===== src/design/tthd_pkg.sv =====
// Shared types and constants for the touch tap-and-hold detector.
// Holds the configuration, queue item and result code definitions.
// No dependencies.
`timescale 1ns / 1ps
`default_nettype none

package tthd_pkg;

    // Configuration register indexes
    localparam logic [2:0] REG_TOUCH_LIMIT   = 3'd0;
    localparam logic [2:0] REG_TAP_WINDOW_MS = 3'd1;
    localparam logic [2:0] REG_TAP_MIN_COUNT = 3'd2;
    localparam logic [2:0] REG_HOLD_MS       = 3'd3;
    localparam logic [2:0] REG_REACTION_MS   = 3'd4;

    // Reset values of the configuration registers
    localparam logic [15:0] RST_TOUCH_LIMIT   = 16'd40;
    localparam logic [15:0] RST_TAP_WINDOW_MS = 16'd2000;
    localparam logic [7:0]  RST_TAP_MIN_COUNT = 8'd3;
    localparam logic [15:0] RST_HOLD_MS       = 16'd500;
    localparam logic [15:0] RST_REACTION_MS   = 16'd3000;

    // Reaction start codes
    localparam logic [1:0] START_NONE = 2'd0;
    localparam logic [1:0] START_HOLD = 2'd1;
    localparam logic [1:0] START_TAPS = 2'd2;

    localparam logic [7:0] TAP_COUNT_MAX = 8'hFF;

    // Queue between front and back; depth is a power of two
    localparam int QUEUE_PTR_W = 1;
    localparam int QUEUE_DEPTH = 1 << QUEUE_PTR_W;
    localparam int QUEUE_CNT_W = QUEUE_PTR_W + 1;

    typedef struct packed {
        logic [15:0] touch_limit;
        logic [15:0] tap_window_ms;
        logic [7:0]  tap_min_count;
        logic [15:0] hold_ms;
        logic [15:0] reaction_ms;
    } cfg_t;

    // Classified sample as it travels from front to back
    typedef struct packed {
        logic        touched;
        logic [31:0] now_ms;
    } item_t;

    // Queue status seen by its neighbors
    typedef struct packed {
        logic can_push;
        logic can_pop;
    } queue_status_t;

endpackage

`default_nettype wire


===== src/design/tthd_front.sv =====
// Front stage: accepts samples, classifies touch state, stages the item.
// Depends on tthd_pkg.
`timescale 1ns / 1ps
`default_nettype none

module tthd_front
    import tthd_pkg::*;
(
    input  wire logic        clk,
    input  wire logic        rst_n,
    input  wire logic        in_valid,
    output logic             in_ready,
    input  wire logic [15:0] touch_sample,
    input  wire logic [31:0] now_ms,
    input  wire logic [15:0] touch_limit,
    output logic             push_valid,
    input  wire logic        push_ready,
    output item_t            push_item
);

    logic  stage_valid_reg;
    logic  stage_valid_next;
    item_t stage_item_reg;
    logic  accept;

    assign in_ready   = !stage_valid_reg || push_ready;
    assign accept     = in_valid && in_ready;
    assign push_valid = stage_valid_reg;
    assign push_item  = stage_item_reg;

    always_comb
    begin
        stage_valid_next = stage_valid_reg;
        if (accept)
        begin
            stage_valid_next = 1'b1;
        end
        else if (push_ready)
        begin
            stage_valid_next = 1'b0;
        end
    end

    always_ff @(posedge clk or negedge rst_n)
    begin
        if (!rst_n)
        begin
            stage_valid_reg <= 1'b0;
        end
        else
        begin
            stage_valid_reg <= stage_valid_next;
        end
    end

    // Classify: below threshold counts as touched
    always_ff @(posedge clk)
    begin
        if (accept)
        begin
            stage_item_reg.touched <= (touch_sample < touch_limit);
            stage_item_reg.now_ms  <= now_ms;
        end
    end

endmodule

`default_nettype wire


===== src/design/tthd_queue.sv =====
// Short queue decoupling the front stage from the gesture back end.
// Depends on tthd_pkg.
`timescale 1ns / 1ps
`default_nettype none

module tthd_queue
    import tthd_pkg::*;
(
    input  wire logic  clk,
    input  wire logic  rst_n,
    input  wire logic  push,
    input  wire item_t push_item,
    input  wire logic  pop,
    output item_t      pop_item,
    output queue_status_t status
);

    item_t                  entries_reg [QUEUE_DEPTH];
    logic [QUEUE_PTR_W-1:0] wr_ptr_reg;
    logic [QUEUE_PTR_W-1:0] rd_ptr_reg;
    logic [QUEUE_CNT_W-1:0] count_reg;
    logic [QUEUE_CNT_W-1:0] count_next;
    logic                   do_push;
    logic                   do_pop;

    assign status.can_push = (count_reg != QUEUE_CNT_W'(QUEUE_DEPTH));
    assign status.can_pop  = (count_reg != '0);
    assign do_push         = push && status.can_push;
    assign do_pop          = pop && status.can_pop;
    assign pop_item        = entries_reg[rd_ptr_reg];

    always_comb
    begin
        count_next = count_reg;
        if (do_push && !do_pop)
        begin
            count_next = count_reg + 1'b1;
        end
        else if (do_pop && !do_push)
        begin
            count_next = count_reg - 1'b1;
        end
    end

    always_ff @(posedge clk or negedge rst_n)
    begin
        if (!rst_n)
        begin
            wr_ptr_reg <= '0;
            rd_ptr_reg <= '0;
            count_reg  <= '0;
        end
        else
        begin
            if (do_push)
            begin
                wr_ptr_reg <= wr_ptr_reg + 1'b1;
            end
            if (do_pop)
            begin
                rd_ptr_reg <= rd_ptr_reg + 1'b1;
            end
            count_reg <= count_next;
        end
    end

    always_ff @(posedge clk)
    begin
        if (do_push)
        begin
            entries_reg[wr_ptr_reg] <= push_item;
        end
    end

endmodule

`default_nettype wire


===== src/design/tthd_back.sv =====
// Back end: tap counting, hold timing, reaction timing and result register.
// Depends on tthd_pkg.
`timescale 1ns / 1ps
`default_nettype none

module tthd_back
    import tthd_pkg::*;
(
    input  wire logic  clk,
    input  wire logic  rst_n,
    input  wire cfg_t  cfg,
    input  wire logic  item_valid,
    output logic       item_pop,
    input  wire item_t item,
    output logic       out_valid,
    input  wire logic  out_ready,
    output logic [1:0] reaction_started,
    output logic       reaction_ended,
    output logic       reaction_on,
    output logic       touch_now
);

    logic        was_touched_reg;
    logic [31:0] press_start_reg;
    logic [7:0]  tap_count_reg;
    logic [31:0] first_tap_reg;
    logic        active_reg;
    logic [31:0] react_start_reg;
    logic        out_valid_reg;

    logic [31:0] press_start_next;
    logic [7:0]  tap_count_next;
    logic [31:0] first_tap_next;
    logic        active_next;
    logic [31:0] react_start_next;
    logic [1:0]  started_next;
    logic        ended_next;

    logic [1:0]  started_reg;
    logic        ended_reg;
    logic        on_reg;
    logic        touch_reg;

    logic        press_edge;
    logic        release_edge;
    logic [31:0] press_diff;
    logic [31:0] first_diff;
    logic [31:0] react_diff;
    logic        in_window;
    logic        load;

    assign load     = item_valid && (!out_valid_reg || out_ready);
    assign item_pop = load;

    assign press_edge   = item.touched && !was_touched_reg;
    assign release_edge = !item.touched && was_touched_reg;

    // A fresh press restarts the hold timer at zero
    assign press_diff = press_edge ? '0 : (item.now_ms - press_start_reg);
    // Only read while released, when the first tap time cannot move
    assign first_diff = item.now_ms - first_tap_reg;
    assign in_window  = (first_diff <= {16'b0, cfg.tap_window_ms});

    always_comb
    begin
        press_start_next = press_start_reg;
        tap_count_next   = tap_count_reg;
        first_tap_next   = first_tap_reg;
        active_next      = active_reg;
        react_start_next = react_start_reg;
        started_next     = START_NONE;

        if (press_edge)
        begin
            press_start_next = item.now_ms;
            if (tap_count_reg == '0)
            begin
                first_tap_next = item.now_ms;
            end
            if (tap_count_reg != TAP_COUNT_MAX)
            begin
                tap_count_next = tap_count_reg + 1'b1;
            end
        end

        // Long hold
        if (item.touched && !active_reg && (press_diff >= {16'b0, cfg.hold_ms}))
        begin
            active_next      = 1'b1;
            react_start_next = item.now_ms;
            tap_count_next   = '0;
            started_next     = START_HOLD;
        end

        // Tap sequence completes on release
        if (release_edge && !active_reg && (tap_count_next >= cfg.tap_min_count)
            && in_window)
        begin
            active_next      = 1'b1;
            react_start_next = item.now_ms;
            started_next     = START_TAPS;
        end

        // Drop a stale tap sequence while released
        if (!item.touched && (tap_count_next != '0) && !in_window)
        begin
            tap_count_next = '0;
        end
    end

    // A reaction started in this transaction has zero elapsed time
    assign react_diff = (started_next != START_NONE) ? '0
                                                    : (item.now_ms - react_start_reg);

    always_comb
    begin
        ended_next = 1'b0;
        if (active_next && (react_diff >= {16'b0, cfg.reaction_ms}))
        begin
            ended_next = 1'b1;
        end
    end

    always_ff @(posedge clk or negedge rst_n)
    begin
        if (!rst_n)
        begin
            was_touched_reg <= 1'b0;
            press_start_reg <= '0;
            tap_count_reg   <= '0;
            first_tap_reg   <= '0;
            active_reg      <= 1'b0;
            react_start_reg <= '0;
            out_valid_reg   <= 1'b0;
        end
        else
        begin
            if (load)
            begin
                was_touched_reg <= item.touched;
                press_start_reg <= press_start_next;
                tap_count_reg   <= tap_count_next;
                first_tap_reg   <= first_tap_next;
                active_reg      <= active_next && !ended_next;
                react_start_reg <= react_start_next;
                out_valid_reg   <= 1'b1;
            end
            else if (out_ready)
            begin
                out_valid_reg <= 1'b0;
            end
        end
    end

    always_ff @(posedge clk)
    begin
        if (load)
        begin
            started_reg <= started_next;
            ended_reg   <= ended_next;
            on_reg      <= active_next && !ended_next;
            touch_reg   <= item.touched;
        end
    end

    assign out_valid        = out_valid_reg;
    assign reaction_started = started_reg;
    assign reaction_ended   = ended_reg;
    assign reaction_on      = on_reg;
    assign touch_now        = touch_reg;

    // A hold start needs a touched sample, a tap start a released one
    a_hold_touched : assert property (@(posedge clk) disable iff (!rst_n)
        (out_valid_reg && (started_reg == START_HOLD)) |-> touch_reg)
        else $error("hold start on an untouched sample");

    a_taps_released : assert property (@(posedge clk) disable iff (!rst_n)
        (out_valid_reg && (started_reg == START_TAPS)) |-> !touch_reg)
        else $error("tap start on a touched sample");

    a_end_clears_on : assert property (@(posedge clk) disable iff (!rst_n)
        (out_valid_reg && ended_reg) |-> !on_reg)
        else $error("reaction reported on after it ended");

    a_on_tracks_state : assert property (@(posedge clk) disable iff (!rst_n)
        load |=> (on_reg == active_reg))
        else $error("reported reaction state differs from held state");

endmodule

`default_nettype wire


===== src/design/touch_tap_and_hold_detector_core.sv =====
// Top level of the touch tap-and-hold detector.
// Depends on tthd_pkg, tthd_front, tthd_queue and tthd_back.
`timescale 1ns / 1ps
`default_nettype none

// Usage
// - Input channel (in_valid/in_ready): one transaction carries a raw touch
//   sample and its millisecond time stamp. Output channel (out_valid/out_ready):
//   exactly one result transaction per input transaction, in order.
// - Configuration: pulse cfg_wr_en with cfg_index and cfg_wdata; the write
//   lands at that clock edge. Write only while the block is idle.
// - Path: an accepted transaction is registered in the front stage, moves into the
//   queue, and is then loaded from the queue into the result register; it waits
//   longer while the queue holds older transactions.
// - Throughput: one transaction per cycle while out_ready stays high; the back end
//   updates its state per transaction (three 32-bit elapsed-time compares in parallel).
// - Stall: when out_ready is low the result register holds; the two-entry
//   queue and the front stage absorb up to three more transactions before
//   in_ready drops.
// - Reset: all gesture state clears, configuration returns to its default
//   values, queue empties and no result is valid.

module touch_tap_and_hold_detector_core
    import tthd_pkg::*;
(
    input  wire logic        clk,
    input  wire logic        rst_n,
    input  wire logic        cfg_wr_en,
    input  wire logic [2:0]  cfg_index,
    input  wire logic [15:0] cfg_wdata,
    input  wire logic        in_valid,
    output logic             in_ready,
    input  wire logic [15:0] touch_sample,
    input  wire logic [31:0] now_ms,
    output logic             out_valid,
    input  wire logic        out_ready,
    output logic [1:0]       reaction_started,
    output logic             reaction_ended,
    output logic             reaction_on,
    output logic             touch_now
);

    cfg_t          cfg_reg;
    logic          push_valid;
    item_t         push_item;
    item_t         pop_item;
    logic          pop;
    queue_status_t q_status;

    // Configuration registers; writes to unused indexes are dropped
    always_ff @(posedge clk or negedge rst_n)
    begin
        if (!rst_n)
        begin
            cfg_reg.touch_limit   <= RST_TOUCH_LIMIT;
            cfg_reg.tap_window_ms <= RST_TAP_WINDOW_MS;
            cfg_reg.tap_min_count <= RST_TAP_MIN_COUNT;
            cfg_reg.hold_ms       <= RST_HOLD_MS;
            cfg_reg.reaction_ms   <= RST_REACTION_MS;
        end
        else if (cfg_wr_en)
        begin
            case (cfg_index)
                REG_TOUCH_LIMIT:   cfg_reg.touch_limit   <= cfg_wdata;
                REG_TAP_WINDOW_MS: cfg_reg.tap_window_ms <= cfg_wdata;
                REG_TAP_MIN_COUNT: cfg_reg.tap_min_count <= cfg_wdata[7:0];
                REG_HOLD_MS:       cfg_reg.hold_ms       <= cfg_wdata;
                REG_REACTION_MS:   cfg_reg.reaction_ms   <= cfg_wdata;
                default:           ;
            endcase
        end
    end

    // Front: accept and classify each sample
    tthd_front u_front (
        .clk          (clk),
        .rst_n        (rst_n),
        .in_valid     (in_valid),
        .in_ready     (in_ready),
        .touch_sample (touch_sample),
        .now_ms       (now_ms),
        .touch_limit  (cfg_reg.touch_limit),
        .push_valid   (push_valid),
        .push_ready   (q_status.can_push),
        .push_item    (push_item)
    );

    // Queue: let front and back stall independently
    tthd_queue u_queue (
        .clk       (clk),
        .rst_n     (rst_n),
        .push      (push_valid),
        .push_item (push_item),
        .pop       (pop),
        .pop_item  (pop_item),
        .status    (q_status)
    );

    // Back: advance gesture state and register the result
    tthd_back u_back (
        .clk              (clk),
        .rst_n            (rst_n),
        .cfg              (cfg_reg),
        .item_valid       (q_status.can_pop),
        .item_pop         (pop),
        .item             (pop_item),
        .out_valid        (out_valid),
        .out_ready        (out_ready),
        .reaction_started (reaction_started),
        .reaction_ended   (reaction_ended),
        .reaction_on      (reaction_on),
        .touch_now        (touch_now)
    );

endmodule

`default_nettype wire


===== config.mk =====
export PLATFORM = sky130hd
export DESIGN_NAME = touch_tap_and_hold_detector_core
export DESIGN_NICKNAME = d
export VERILOG_FILES = /design/src/design/tthd_pkg.sv /design/src/design/tthd_front.sv /design/src/design/tthd_queue.sv /design/src/design/tthd_back.sv /design/src/design/touch_tap_and_hold_detector_core.sv
export SDC_FILE = /design/constraint.sdc
export NUM_CORES = 1
export LEC_CHECK = 0
export ABC_AREA = 1
export BUFFER_PORTS_ARGS = -buffer_cell sky130_fd_sc_hd__buf_2
export CORE_AREA = 2 2 203 145
export CTS_BUF_LIST = sky130_fd_sc_hd__clkbuf_2
export CTS_CLUSTER_SIZE = 20
export DETAILED_ROUTE_END_ITERATION = 16
export DIE_AREA = 0 0 205 147
export PLACE_DENSITY = 0.95
export SYNTH_ARGS = -nofsm -noshare
export SYNTH_HDL_FRONTEND = slang
export SYNTH_SLANG_ARGS = --single-unit
export TNS_END_PERCENT = 1

===== constraint.sdc =====
create_clock -name clk -period 14.4 [get_ports clk]
set_input_delay 1.44 -clock clk [delete_from_list [all_inputs] [get_ports clk]]
set_output_delay 1.44 -clock clk [all_outputs]
set_load 0.1 [all_outputs]

==> results.md <==
- Status: finished clean
- Final Cycle Share: 0.597
- Syn Nets: 2,842
- Distinct cells, synth: 50
- Max Freq: 116 MHz
- Vias: 17,700
- Hold_buf cts: 0
- Post-Place Setup Slack: 5.94 ns
- Core area: 28,400 um2
- Post-CTS Setup Bufs: 0
- YS warnings: 0
- Row count: 52
- # clock sinks: 288
- Post-synth EDFFs: 104
- Worst path slowest cell: dfrtp_1
- Worst hold-check path type: flop to flop
- Crit end category: flop
- Post-route ant nets: 0
- Busiest grt layer: met2
- Dpl hpwl: 41.8 mm
- Maxcap violations: 0
- Initial Util: 0.684
- Maximum clock path buffer count: 3
- Setup-failing EPs final: 0
- Die Footprint: 30,100 um2
- Commonest non-fill, non-tap cell in the layout: nand2_1
- Chip Height: 147 um
- Setup Skew: 0.0720 ns
- TritonCTS buffer count: 69
- Most used flip-flop cell after synthesis: dfrtp_1
- H-Tree Depth: 3
- Hold Crit Start: u_front.push_item[24]
- Area growth from synthesis to layout: 7.10%
- Most used cell, CP: nand2_1
- Clk Latency, worst-skew pair: 0.93 ns
- Resized Gates After CTS: 0
- DRT iter0 DRCs: 1,580
- Largest net degree at the start of global routing: 108
- Vias in the first global route: 17,200
- R2R Setup Slk: 5.81 ns
- Final Hold Fails: 0
- Via-to-Cell Ratio: 5.65
- Fin worst setup slack: 5.81 ns
- Mean Syn Cell Area: 7.47 um2
- Max reg flops: 72
- Io pins: 79
- TritonCTS clock tree: built
- Horiz. Die Dim: 205 um
- Async SR Flop Fraction: 0.639
- CP max FO: 35
- M2 GR Usage: 0.569
- Slew Viols, Final: 0
- Setup TNS Final: 0 ns
- Root buf cell: clkbuf_2
- Antenna violations before repair: 2
- Critical Path Source Type: flop
- Post-synthesis cell count: 2,598
- Drt wl/cell: 17.2 um
- First-pass GRT wire length: 86.4 mm
- Post-synthesis sequential area ratio: 0.399
- GRT Overall Usage: 0.367
- FF-to-FF Start: u_queue.rd_ptr_reg
- Crit path DAT: 9.26 ns
- Max incr delay on CP: 1.09 ns
- 1st-pass router iterations: 6
- Worst-Margin Slew: 1.22 ns
- Critical Path RT: 15.07 ns
- Crit path launch: u_queue.rd_ptr_reg
- Count of input and output buffers: 78
- DR DRC count: 0
- RSZ-0062 raised after global routing: false
- Wirelength, routed: 53.9 mm
- Global route overflow: 0
- Crit Path Class: flop to flop
- GR Util met1: 0.523
- Fraction of layout cells with a size suffix above 1: 0.109
- Synthesized area: 19,400 um2
- Yosys reg bits: 288
- Most frequent cells in the layout: nand2_1 (770), inv_1 (444), o21ai_0 (208)
- Max-slew headroom: 0.184
- Met3 usage: 0.0721
- Nets: 2,953
- Final Critical Period: 8.59 ns
- CTS clk-pin slew, worst paths: 0.12 ns
- GPL Wtd Cong: 0.967
## logic make-up after synthesis
family / synth area share
AO/OA/AOI/OAI: 0.120
AND/OR/NAND/NOR: 0.248
XOR/XNOR: 0.0203
adder cells (fa/ha/maj): 0.112
buffers and inverters: 0.0997
flip-flops: 0.399
multiplexers: 0.000516
## cell type report
cell class                 instances  area (um2)
multi-input combinational       1809        9740
inverter                         454        1700
tap                              378         473
timing repair buffer              87         464
antenna                            1        2.50
fill                            2219        7570
sequential                       288        7760
clock inverter                    19         151
clock buffer                     101         505
## cells in the mapped netlist, types with 3 or more instances
| library cell | number | area share |
|---|---|---|
| o21ai_2 | 23 | 0.010 |
| fa_1 | 3 | 0.0031 |
| clkbuf_1 | 30 | 0.0058 |
| ha_1 | 169 | 0.11 |
| a21o_1 | 8 | 0.0031 |
| edfxtp_1 | 104 | 0.16 |
| o21bai_1 | 4 | 0.0015 |
| buf_6 | 6 | 0.0035 |
| inv_2 | 8 | 0.0015 |
| nand2_1 | 770 | 0.15 |
| nor2_1 | 184 | 0.036 |
| nand3_1 | 94 | 0.024 |
| nand2_2 | 24 | 0.0077 |
| or2_2 | 7 | 0.0023 |
| buf_2 | 8 | 0.0021 |
| a21oi_1 | 138 | 0.036 |
| nor4_1 | 3 | 0.00097 |
| o21ai_0 | 208 | 0.054 |
| a21oi_2 | 5 | 0.0023 |
| a211oi_1 | 4 | 0.0015 |
| dfstp_2 | 23 | 0.031 |
| o21a_1 | 5 | 0.0019 |
| inv_1 | 444 | 0.086 |
| nor3_1 | 19 | 0.0049 |
| a21boi_0 | 3 | 0.0012 |
| o21ai_1 | 14 | 0.0036 |
| buf_1 | 3 | 0.00058 |
| dfrtp_1 | 161 | 0.21 |
| o211ai_1 | 3 | 0.0012 |
| xnor2_1 | 18 | 0.0081 |
| a31oi_1 | 4 | 0.0013 |
| nand3_2 | 3 | 0.0015 |
| nand4_1 | 33 | 0.011 |
| and2_1 | 4 | 0.0013 |
| nand3b_1 | 15 | 0.0058 |
| xor2_1 | 27 | 0.012 |
## stage by stage
stage | std cells | hold WS, ns | utilization | instance area, um2
global placement | 3016 | 0.423 | 0.710 | 20100
floorplan | 2598 | 0.421 | - | 19400
global route | 3137 | 0.467 | 0.733 | 20800
detailed placement | 3016 | 0.431 | 0.710 | 20100
finish | 3137 | 0.456 | 0.733 | 20800
CTS | 3136 | 0.456 | 0.733 | 20800
## path summary, 6_finish.rpt
kind | end | cells past startpoint
hold / removal | u_queue.entries_reg[1][24] | 0
max in group asynchronous | u_back.react_start_reg[16] | 2
setup / recovery | u_back.reaction_ended | 53
min in group asynchronous | u_queue.count_reg[1] | 1
hold reg to reg | u_queue.entries_reg[1][24] | 0
setup reg to reg | u_back.reaction_ended | 53
## routing by layer
metal	vias to the layer above	share of wire
met5	-	0
met4	0	0.030
met3	149	0.095
met2	812	0.44
met1	8184	0.44
li1	8572	-
## worst max-delay path: cells and delay by family, from the launching register on
family	cells	cell delay [ns]
AND/OR/NAND/NOR	28	3.25
AO/OA/AOI/OAI	15	1.81
adder cells (fa/ha/maj)	4	1.12
flip-flops	1	1.09
buffers and inverters	6	1.07
Power is not shown: default switching activity piles up to over one toggle a cycle in this logic, so the estimate is an artifact.
